==> config.mk <==
export PLATFORM = sky130hd
export DESIGN_NAME = lowest_free_slot_allocator_unit
export DESIGN_NICKNAME = d
export VERILOG_FILES = /design/src/sv/lfsa_pkg.sv /design/src/sv/lfsa_pick.sv /design/src/sv/lowest_free_slot_allocator_unit.sv
export SDC_FILE = /design/constraint.sdc
export NUM_CORES = 2
export LEC_CHECK = 0
export ABC_AREA = 0
export BUFFER_PORTS_ARGS = -buffer_cell sky130_fd_sc_hd__buf_4
export CAP_MARGIN = 20
export CELL_PAD_IN_SITES_DETAIL_PLACEMENT = 0
export CELL_PAD_IN_SITES_GLOBAL_PLACEMENT = 1
export CORE_UTILIZATION = 40
export DETAILED_ROUTE_END_ITERATION = 8
export GPL_ROUTABILITY_DRIVEN = 0
export PLACE_DENSITY_LB_ADDON = 0.1
export SLEW_MARGIN = 15
export SYNTH_ARGS = -nofsm -noshare
export SYNTH_HDL_FRONTEND = slang
export SYNTH_HIERARCHICAL = 1
export SYNTH_SLANG_ARGS = --single-unit
==> constraint.sdc <==
create_clock -name i_clk -period 20.1 [get_ports i_clk]
set_input_delay 2.01 -clock i_clk [delete_from_list [all_inputs] [get_ports i_clk]]
set_output_delay 2.01 -clock i_clk [all_outputs]
set_load 0.02 [all_outputs]
==> src/sv/lfsa_pkg.sv <==
// ----------------------------------------------------------------------------
// lfsa_pkg
// shared types and constants of the lowest free slot allocator
// ----------------------------------------------------------------------------
package lfsa_pkg;

    localparam int SLOTS    = 64;
    localparam int CLIENTS  = 256;
    localparam int SLOT_W   = 6;
    localparam int ID_W     = 8;
    localparam int USES_W   = 16;
    localparam int CNT_W    = 7;
    localparam int IDX_W    = $clog2(SLOTS);
    localparam int HOLD_W   = $clog2(CLIENTS);

    localparam logic [USES_W-1:0] USE_MAX = {USES_W{1'b1}};

    localparam logic OP_ARRIVE = 1'b0;
    localparam logic OP_DEPART = 1'b1;

    typedef struct packed {
        logic            operation;
        logic [ID_W-1:0] client_id;
    } t_in_item;

    typedef struct packed {
        logic [SLOT_W-1:0] slot;
        logic [USES_W-1:0] slot_uses;
        logic              full_res;
    } t_out_item;

    typedef struct packed {
        logic             found;
        logic [IDX_W-1:0] slot;
    } t_pick;

endpackage

==> src/sv/lfsa_pick.sv <==
// ----------------------------------------------------------------------------
// lfsa_pick
// lowest free slot among the enabled slots
// ----------------------------------------------------------------------------
module lfsa_pick (
    input  logic [lfsa_pkg::SLOTS-1:0] i_free,
    input  logic [lfsa_pkg::CNT_W-1:0] i_slot_count,
    output lfsa_pkg::t_pick            o_pick
);

    logic [lfsa_pkg::CNT_W-1:0] w_count;
    logic [lfsa_pkg::SLOTS-1:0] w_enable;
    logic [lfsa_pkg::SLOTS-1:0] w_avail;
    logic [lfsa_pkg::SLOTS-1:0] w_lowest;
    logic [lfsa_pkg::IDX_W-1:0] w_index;

    assign w_count = (i_slot_count > lfsa_pkg::CNT_W'(lfsa_pkg::SLOTS))
                   ? lfsa_pkg::CNT_W'(lfsa_pkg::SLOTS) : i_slot_count;

    always_comb begin
        for (int i = 0; i < lfsa_pkg::SLOTS; i++) begin
            w_enable[i] = (lfsa_pkg::CNT_W'(i) < w_count);
        end
    end

    assign w_avail  = i_free & w_enable;
    // isolate lowest set bit
    assign w_lowest = w_avail & (~w_avail + lfsa_pkg::SLOTS'(1));

    always_comb begin
        w_index = '0;
        for (int i = 0; i < lfsa_pkg::SLOTS; i++) begin
            if (w_lowest[i]) begin
                w_index = w_index | lfsa_pkg::IDX_W'(i);
            end
        end
    end

    assign o_pick.found = |w_avail;
    assign o_pick.slot  = w_index;

endmodule

==> src/sv/lowest_free_slot_allocator_unit.sv <==
// ----------------------------------------------------------------------------
// lowest_free_slot_allocator_unit
// grants the lowest free enabled slot on arrival, frees the held slot on
// departure, and reports the slot with its use count
// ----------------------------------------------------------------------------
//  channel | signals                          | direction
//  in      | i_in_valid o_in_stall i_in_item  | item into the block
//  out     | o_out_valid i_out_stall o_out_item | result item out
//  cfg     | i_cfg_we i_cfg_data              | slot_count write
//
//  arrival: IDLE then USE; departure: IDLE, HOLD, USE; result registered on leaving USE;
//  the next item is taken the cycle after the result is registered
//  HOLD waits for the holder memory read; USE uses the use-count memory read
//  reset marks all slots free, sets slot_count to 64, clears use-count valid bits; no clearing pass
//  a stalled result holds the last step until the output register is free
// ----------------------------------------------------------------------------
module lowest_free_slot_allocator_unit (
    input  logic                       i_clk,
    input  logic                       i_rst_n,
    input  logic                       i_in_valid,
    output logic                       o_in_stall,
    input  lfsa_pkg::t_in_item         i_in_item,
    output logic                       o_out_valid,
    input  logic                       i_out_stall,
    output lfsa_pkg::t_out_item        o_out_item,
    input  logic                       i_cfg_we,
    input  logic [lfsa_pkg::CNT_W-1:0] i_cfg_data
);

    localparam logic [1:0] S_IDLE = 2'd0;
    localparam logic [1:0] S_HOLD = 2'd1;
    localparam logic [1:0] S_USE  = 2'd2;

    logic [1:0]                  r_state, n_state;
    logic [lfsa_pkg::SLOTS-1:0]  r_free, n_free;
    logic [lfsa_pkg::CNT_W-1:0]  r_cnt;
    logic [lfsa_pkg::SLOTS-1:0]  r_use_vld;
    logic                        r_op;
    logic                        r_full;
    logic [lfsa_pkg::IDX_W-1:0]  r_slot, n_slot;
    logic                        r_out_valid;
    lfsa_pkg::t_out_item         r_out;

    logic [lfsa_pkg::IDX_W-1:0]  r_hold_rdata;
    logic [lfsa_pkg::USES_W-1:0] r_use_rdata;
    logic [lfsa_pkg::IDX_W-1:0]  hold_mem [lfsa_pkg::CLIENTS];
    logic [lfsa_pkg::USES_W-1:0] use_mem  [lfsa_pkg::SLOTS];

    lfsa_pkg::t_pick             w_pick;
    logic                        w_accept;
    logic                        w_arrive;
    logic                        w_out_free;
    logic                        w_finish;
    logic                        w_use_rd;
    logic [lfsa_pkg::IDX_W-1:0]  w_use_addr;
    logic                        w_use_wr;
    logic [lfsa_pkg::USES_W-1:0] w_count;
    logic [lfsa_pkg::USES_W-1:0] w_count_inc;
    logic [lfsa_pkg::HOLD_W-1:0] w_id;

    lfsa_pick u_pick (
        .i_free       (r_free),
        .i_slot_count (r_cnt),
        .o_pick       (w_pick)
    );

    assign o_in_stall  = (r_state != S_IDLE);
    assign w_accept    = i_in_valid && !o_in_stall;
    assign w_arrive    = (i_in_item.operation == lfsa_pkg::OP_ARRIVE);
    assign w_id        = lfsa_pkg::HOLD_W'(i_in_item.client_id);
    assign w_out_free  = !r_out_valid || !i_out_stall;
    assign w_finish    = (r_state == S_USE) && w_out_free;

    assign w_count     = r_use_vld[r_slot] ? r_use_rdata : '0;
    assign w_count_inc = (w_count == lfsa_pkg::USE_MAX) ? w_count
                       : w_count + lfsa_pkg::USES_W'(1);
    assign w_use_wr    = w_finish && (r_op == lfsa_pkg::OP_ARRIVE) && !r_full;

    always_comb begin
        n_state    = r_state;
        n_free     = r_free;
        n_slot     = r_slot;
        w_use_rd   = 1'b0;
        w_use_addr = w_pick.slot;
        case (r_state)
            S_IDLE: begin
                if (w_accept) begin
                    if (w_arrive) begin
                        n_slot     = w_pick.slot;
                        w_use_rd   = 1'b1;
                        w_use_addr = w_pick.slot;
                        if (w_pick.found) begin
                            n_free[w_pick.slot] = 1'b0;
                        end
                        n_state = S_USE;
                    end else begin
                        n_state = S_HOLD;
                    end
                end
            end
            S_HOLD: begin
                n_slot              = r_hold_rdata;
                n_free[r_hold_rdata] = 1'b1;
                w_use_rd            = 1'b1;
                w_use_addr          = r_hold_rdata;
                n_state             = S_USE;
            end
            S_USE: begin
                if (w_out_free) begin
                    n_state = S_IDLE;
                end
            end
            default: begin
                n_state = S_IDLE;
            end
        endcase
    end

    always_ff @(posedge i_clk) begin
        if (!i_rst_n) begin
            r_state     <= S_IDLE;
            r_free      <= {lfsa_pkg::SLOTS{1'b1}};
            r_cnt       <= lfsa_pkg::CNT_W'(64);
            r_use_vld   <= '0;
            r_out_valid <= 1'b0;
        end else begin
            r_state <= n_state;
            r_free  <= n_free;
            if (i_cfg_we) begin
                r_cnt <= i_cfg_data;
            end
            if (w_use_wr) begin
                r_use_vld[r_slot] <= 1'b1;
            end
            if (w_finish) begin
                r_out_valid <= 1'b1;
            end else if (!i_out_stall) begin
                r_out_valid <= 1'b0;
            end
        end
    end

    always_ff @(posedge i_clk) begin
        r_slot <= n_slot;
        if (w_accept) begin
            r_op   <= i_in_item.operation;
            r_full <= w_arrive && !w_pick.found;
        end
        if (w_finish) begin
            if ((r_op == lfsa_pkg::OP_ARRIVE) && r_full) begin
                r_out.slot      <= '0;
                r_out.slot_uses <= '0;
                r_out.full_res  <= 1'b1;
            end else begin
                r_out.slot      <= lfsa_pkg::SLOT_W'(r_slot);
                r_out.slot_uses <= (r_op == lfsa_pkg::OP_ARRIVE) ? w_count_inc : w_count;
                r_out.full_res  <= 1'b0;
            end
        end
    end

    // holder table
    always_ff @(posedge i_clk) begin
        if (w_accept) begin
            r_hold_rdata <= hold_mem[w_id];
        end
        if (w_accept && w_arrive && w_pick.found) begin
            hold_mem[w_id] <= w_pick.slot;
        end
    end

    // use counters
    always_ff @(posedge i_clk) begin
        if (w_use_rd) begin
            r_use_rdata <= use_mem[w_use_addr];
        end
        if (w_use_wr) begin
            use_mem[r_slot] <= w_count_inc;
        end
    end

    assign o_out_valid = r_out_valid;
    assign o_out_item  = r_out;

`ifndef ASSERT_OFF
    a_grant_clears: assert property (@(posedge i_clk) disable iff (!i_rst_n)
        (w_accept && w_arrive && w_pick.found) |=> !r_free[$past(w_pick.slot)])
        else $error("granted slot still marked free");

    a_full_zero: assert property (@(posedge i_clk) disable iff (!i_rst_n)
        (o_out_valid && o_out_item.full_res) |->
        (o_out_item.slot == '0 && o_out_item.slot_uses == '0))
        else $error("full result carries nonzero fields");

    a_finish_out: assert property (@(posedge i_clk) disable iff (!i_rst_n)
        w_finish |=> (r_out_valid && r_state == S_IDLE))
        else $error("finished step did not register a result");

    a_depart_frees: assert property (@(posedge i_clk) disable iff (!i_rst_n)
        (r_state == S_HOLD) |=> r_free[$past(r_hold_rdata)])
        else $error("departure did not free its slot");
`endif

endmodule

**Word level (Yosys, flattened, before mapping)**

Memory sizes are Yosys's and may differ from the RTL's. A register that Yosys moved wholly into a read port is not among the register bits.
Index checks and enable logic that the tools add are counted.

- Add/subtract/negate cells: 2
- $mul: 0
- Divide/modulo/power cells: 0
- $lt $le $gt $ge: 71
- Equal/unequal tests: 10
- Shift-type cells: 0
- Mux-type cells: 125
- Bitwise operators: 9
- Reductions and logical operators: 24

Operators by type and width:

| operator | count |
|---|---|
| $mux W64 | 11 |
| $mux W6 | 41 |
| $lt A6 B7 Y1 const A | 32 |
| $and A64 B64 Y64 | 3 |
| $not A64 Y64 | 2 |
| $or A64 B64 Y64 | 2 |
| $pmux W64 S2 | 1 |
| $lt A5 B7 Y1 const A | 16 |
| $mux W5 | 16 |
| $add A64 B1 Y64 const B | 1 |
| $reduce_or A64 Y1 | 1 |
| $lt A4 B7 Y1 const A | 8 |
| $mux W16 | 3 |
| $mux W23 | 2 |
| $mux W4 | 8 |
| $lt A3 B7 Y1 const A | 4 |
| $pmux W6 S2 | 2 |
| $lt A6 B7 Y1 const B | 3 |
| $mux W7 | 3 |
| $mux W1 | 19 |
| $demux W1 S6 | 3 |
| $ge A6 B1 Y1 const B | 3 |
| $mux W2 | 9 |
| $add A16 B1 Y16 const B | 1 |
| other kinds (22) | 47 |

- Register bits: 169
- Latch bits: 0
- Memory bits (writable): 2,560
- Bits in read-only memories: 0
- Output and inout port bits: 25
- Logic and storage cells: 254
- Memories: 2

Memory list:

| name | words | bits a word | rd ports | clocked after memory_dff | wr ports | RTL line | source |
|---|---|---|---|---|---|---|---|
| hold_mem | 256 | 6 | 1 | 1 | 1 | lowest_free_slot_allocator_unit.sv:46 | `logic [lfsa_pkg::IDX_W-1:0] hold_mem [lfsa_pkg::CLIENTS];` |
| use_mem | 64 | 16 | 1 | 1 | 1 | lowest_free_slot_allocator_unit.sv:47 | `logic [lfsa_pkg::USES_W-1:0] use_mem [lfsa_pkg::SLOTS];` |

**Depth between registers and ports, before layout**

- Depth after elaboration: 86
- Depth in mapped cells: 25
- Gate-level depth less buffers: 16

**Hierarchy**

The synthesis kept the hierarchy.

Modules (own cells, without submodules):

| module | instances | cells each | area an instance (um^2) |
|---|---|---|---|
| lowest_free_slot_allocator_unit | 1 | 5,607 | 107,226.6 |
| lfsa_pick | 1 | 460 | 2,959.1 |

**Worst setup path after synthesis**

Ideal clock, no wire load.

- Path type: register to register
- From: register r_cnt[1] in the netlist's numbering
- To: register r_use_rdata[10] in the netlist's numbering (read register of use_mem), data pin
- Setup time: 256 ps
- Arrival: 9,427 ps
- Required time: 19,844 ps
- Slack: 10,417 ps
- Stages on the path, launching flop included: 19
- Period minus slack after synthesis: 9,683 ps
- Cell sequence: dfxtp_1 buf_2 buf_2 buf_1 nand4b_1 a211oi_1 nor2_1 nand3_1 nor4_4 nand4_1 o2111ai_1 a2111oi_0 nand4_1 mux2i_1 nand2_1 nor2_1 clkbuf_1 a22oi_1 and4_1

RTL lines:

| element | RTL line | source |
|---|---|---|
| from (decl) | lowest_free_slot_allocator_unit.sv:36 | `logic [lfsa_pkg::CNT_W-1:0] r_cnt;` |
| from (signal assigned) | lowest_free_slot_allocator_unit.sv:123 | `r_cnt <= lfsa_pkg::CNT_W'(64);` |
| from (signal assigned) | lowest_free_slot_allocator_unit.sv:130 | `r_cnt <= i_cfg_data;` |
| to (decl) | lowest_free_slot_allocator_unit.sv:45 | `logic [lfsa_pkg::USES_W-1:0] r_use_rdata;` |

==> flow_metrics.py <==
metrics = {
    "floorplan": {
        "num_rows": 192,
        "dieArea_um2": 278000,
        "initial_core_util_pct": 40.2,
        "die-width_um": 527,
        "die_y_um": 527,
        "num_io_pins": 46,
        "core_region_area_um2": 274000,
    },
    "hold_path": {
        "hp-start": "r_use_vld[43]",
        "holdPathStages": 1,
        "hp-class": "flop to flop",
        "min_to": "r_use_vld[43]",
    },
    "synth": {
        "synth-seq-cells": 2751,
        "synth_area_um2": 110000,
        "syn_area_per_cell_um2": 18.2,
        "synth_cells": 6067,
        "synth_fp_nets": 6089,
        "ys_seq_area_share_pct": 73.7,
        "ys_warn_count": 6,
        "synth.distinct_cells": 104,
        "synth_top_area_share_pct": 71.2,
        "synth_edf_count": 2613,
        "async_reset_ff_share_pct": 0,
        "synth_area_leaders": "edfxtp_1 (71%), mux4_2 (11%), mux2i_1 (2.7%)",
        "yosys.area.top_type": "edfxtp_1",
        "synth_ff_type": "edfxtp_1",
    },
    "sta": {
        "period_share_pct": 44.7,
        "worst_pin_slew_ns": 1.17,
        "timing.fmax_mhz": 111,
        "maxSlewViolCount": 0,
        "hold_slack_ns": 0.462,
        "period_needed_ns": 8.98,
        "skew_ns": 0.0768,
        "hold_violations": 0,
        "setup_slack_ns": 11.12,
        "rsz0062_at_grt": "no",
        "slew_headroom_pct": 19.5,
        "setup_viol": 0,
        "timing.setup.tns_ns": 0,
    },
    "clock_tree": {
        "htree_levels": 5,
        "post_cts_resized": 0,
        "clk_pin_slew_ns": 0.06,
        "cts_buffers": 307,
        "postCtsHoldBufs": 0,
        "cts_sinks": 2751,
        "cts_setup_buffers": 0,
        "cts.path.max_buffers": 4,
        "insertion_delay_ns": 0.92,
        "root_buffer": "clkbuf_16",
        "cts_tree": "yes",
    },
    "finish": {
        "stdcell_count": 10100,
        "finalInstanceArea_um2": 125000,
        "drive_above_1_share_pct": 20.6,
        "area_growth_pct": 13.1,
        "final_util_pct": 45.5,
        "layout_commonest_cell": "edfxtp_1",
        "layout.nets": 6237,
        "final_cell_mix": "edfxtp_1 (2613), mux4_2 (550), nor2_1 (382)",
    },
    "grt": {
        "first_global_vias": 59100,
        "antenna_found_initial": 10,
        "track_usage_pct": 22.7,
        "grt_pass1_wl_um": 453000,
        "grt_max_degree": 163,
        "grt-ovfl-total": 0,
    },
    "worst_setup_path": {
        "path_max_fanout": 105,
        "critPathKind": "flop to flop",
        "worst_r2r_endpoint": "r_use_rdata[13]",
        "setup.worst_path.end_class": "flop",
        "cp.required_ns": 20.74,
        "reg2reg_slack_ns": 11.12,
        "start_kind": "flop",
        "reg2reg_depth": 18,
        "crit_arrival_ns": 9.61,
        "r2r-start": "r_cnt[1]",
    },
    "placement": {
        "dp_hpwl_um": 190000,
        "dp.cells": 9493,
        "numPortBuffers": 45,
        "pre_cts_ws_ns": 10.99,
        "place_area_um2": 115000,
    },
    "power": {
        "powerDensity_nw_per_um2": 98.8,
        "power_leakage_nw": 39.1,
        "ir_worst_vdd_v": 0.0000728,
        "fin_total_pwr_mw": 12.3,
    },
    "route": {
        "ant_nets": 0,
        "wirelength_um": 319000,
        "drc_errors": 0,
        "drt_pre_antenna_iters": 6,
        "viasPerCell": 5.87,
        "drt_iter0_drc": 5475,
        "vias": 59000,
        "post_drt_wl_per_cell_um": 31.7,
    },
    "run": {
        "maxCapViolations": 0,
    },
    "outcome": {
        "status": "finished clean",
    },
}
-- routing by layer --
layer | GRT usage (%) | vias up | wire length, um
met3 | 3.25 | 413 | 17400
li1 | - | 25000 | -
met5 | 0 | - | 0
met1 | 32.4 | 31700 | 141000
met4 | 5.47 | 0 | 7280
met2 | 36.9 | 1910 | 153000
-- final cells by class --
| type | count | area [um^2] |
|---|---|---|
| fillers | 23500 | 149000 |
| flip-flops and latches | 2751 | 81200 |
| multi-input cells | 2917 | 27500 |
| clock buffers | 393 | 8270 |
| well taps | 3589 | 4490 |
| repair buffers | 209 | 1710 |
| clock inverters | 157 | 1350 |
| inverters | 29 | 111 |
| diodes | 5 | 12.5 |
-- worst max path at each step --
stage              from              end  slack, ns  cells after the start
4_1_cts        r_cnt[5]  r_use_rdata[13]      10.94                     18
3_5_place_dp   r_cnt[5]  r_use_rdata[13]      10.99                     18
5_1_grt        r_cnt[1]  r_use_rdata[13]      10.58                     18
2_1_floorplan  r_cnt[1]  r_use_rdata[10]      10.42                     18
3_3_place_gp   r_cnt[5]  r_use_rdata[13]      10.93                     18
6_report       r_cnt[1]  r_use_rdata[13]      11.12                     18
-- worst max-delay path: stages (launching register included) --
cell and delay [ns]:
dfxtp_1 1.02, or3_1 0.50, o211ai_1 0.19, and3_1 0.23, nand4_1 0.42, nor2_2 0.23, a21oi_1 0.26, o21ai_0 0.13
nor4_1 0.46, nand4_1 0.32, mux2i_4 0.29, buf_4 0.76, buf_4 0.93, buf_12 0.71, buf_4 0.90, mux4_2 0.60
mux2i_1 0.17, a32oi_1 0.13, and4_1 0.27
-- registers in the layout, summed over array words and instances (netlist names) --
name	flops
r_state	2
o_out_valid	1
r_cnt	7
r_op	1
hold_mem	1536
use_mem	1024
r_full	1
r_slot	6
o_out_item	23
r_use_rdata	16
r_use_vld	64
r_hold_rdata	6
r_free	64
-- cell usage after synthesis (all sizes together) (13+ instances only) --
master	instances
nor4	22
nand2	373
nor2	444
and2	20
a32oi	35
a21oi	83
o21a	82
a221oi	26
nand4	47
nand2b	19
mux4	550
inv	29
a211oi	14
a31oi	34
a22oi	124
nor3	40
o21ai	131
edfxtp	2613
and3	33
or3	25
dfxtp	138
and4	22
a22o	29
nand3	161
mux2	13
clkbuf	168
or2	15
mux2i	295
nor2b	37
o22ai	14
o211ai	73
buf	202
-- power breakdown --
group | leakage [nW] | internal (mW) | switching (mW)
Sequential | 24.0 | 6.25 | 0.0248
Combinational | 10.3 | 0.216 | 0.413
Clock | 4.70 | 3.11 | 2.30
-- cell families after synthesis --
family,synth area share [%]
multiplexers,14.1
AO/OA/AOI/OAI,4.71
XOR/XNOR,0.0954
buffers and inverters,1.77
flip-flops,73.7
adder cells (fa/ha/maj),0.0114
AND/OR/NAND/NOR,5.64
(Power assumes the default switching activity.)
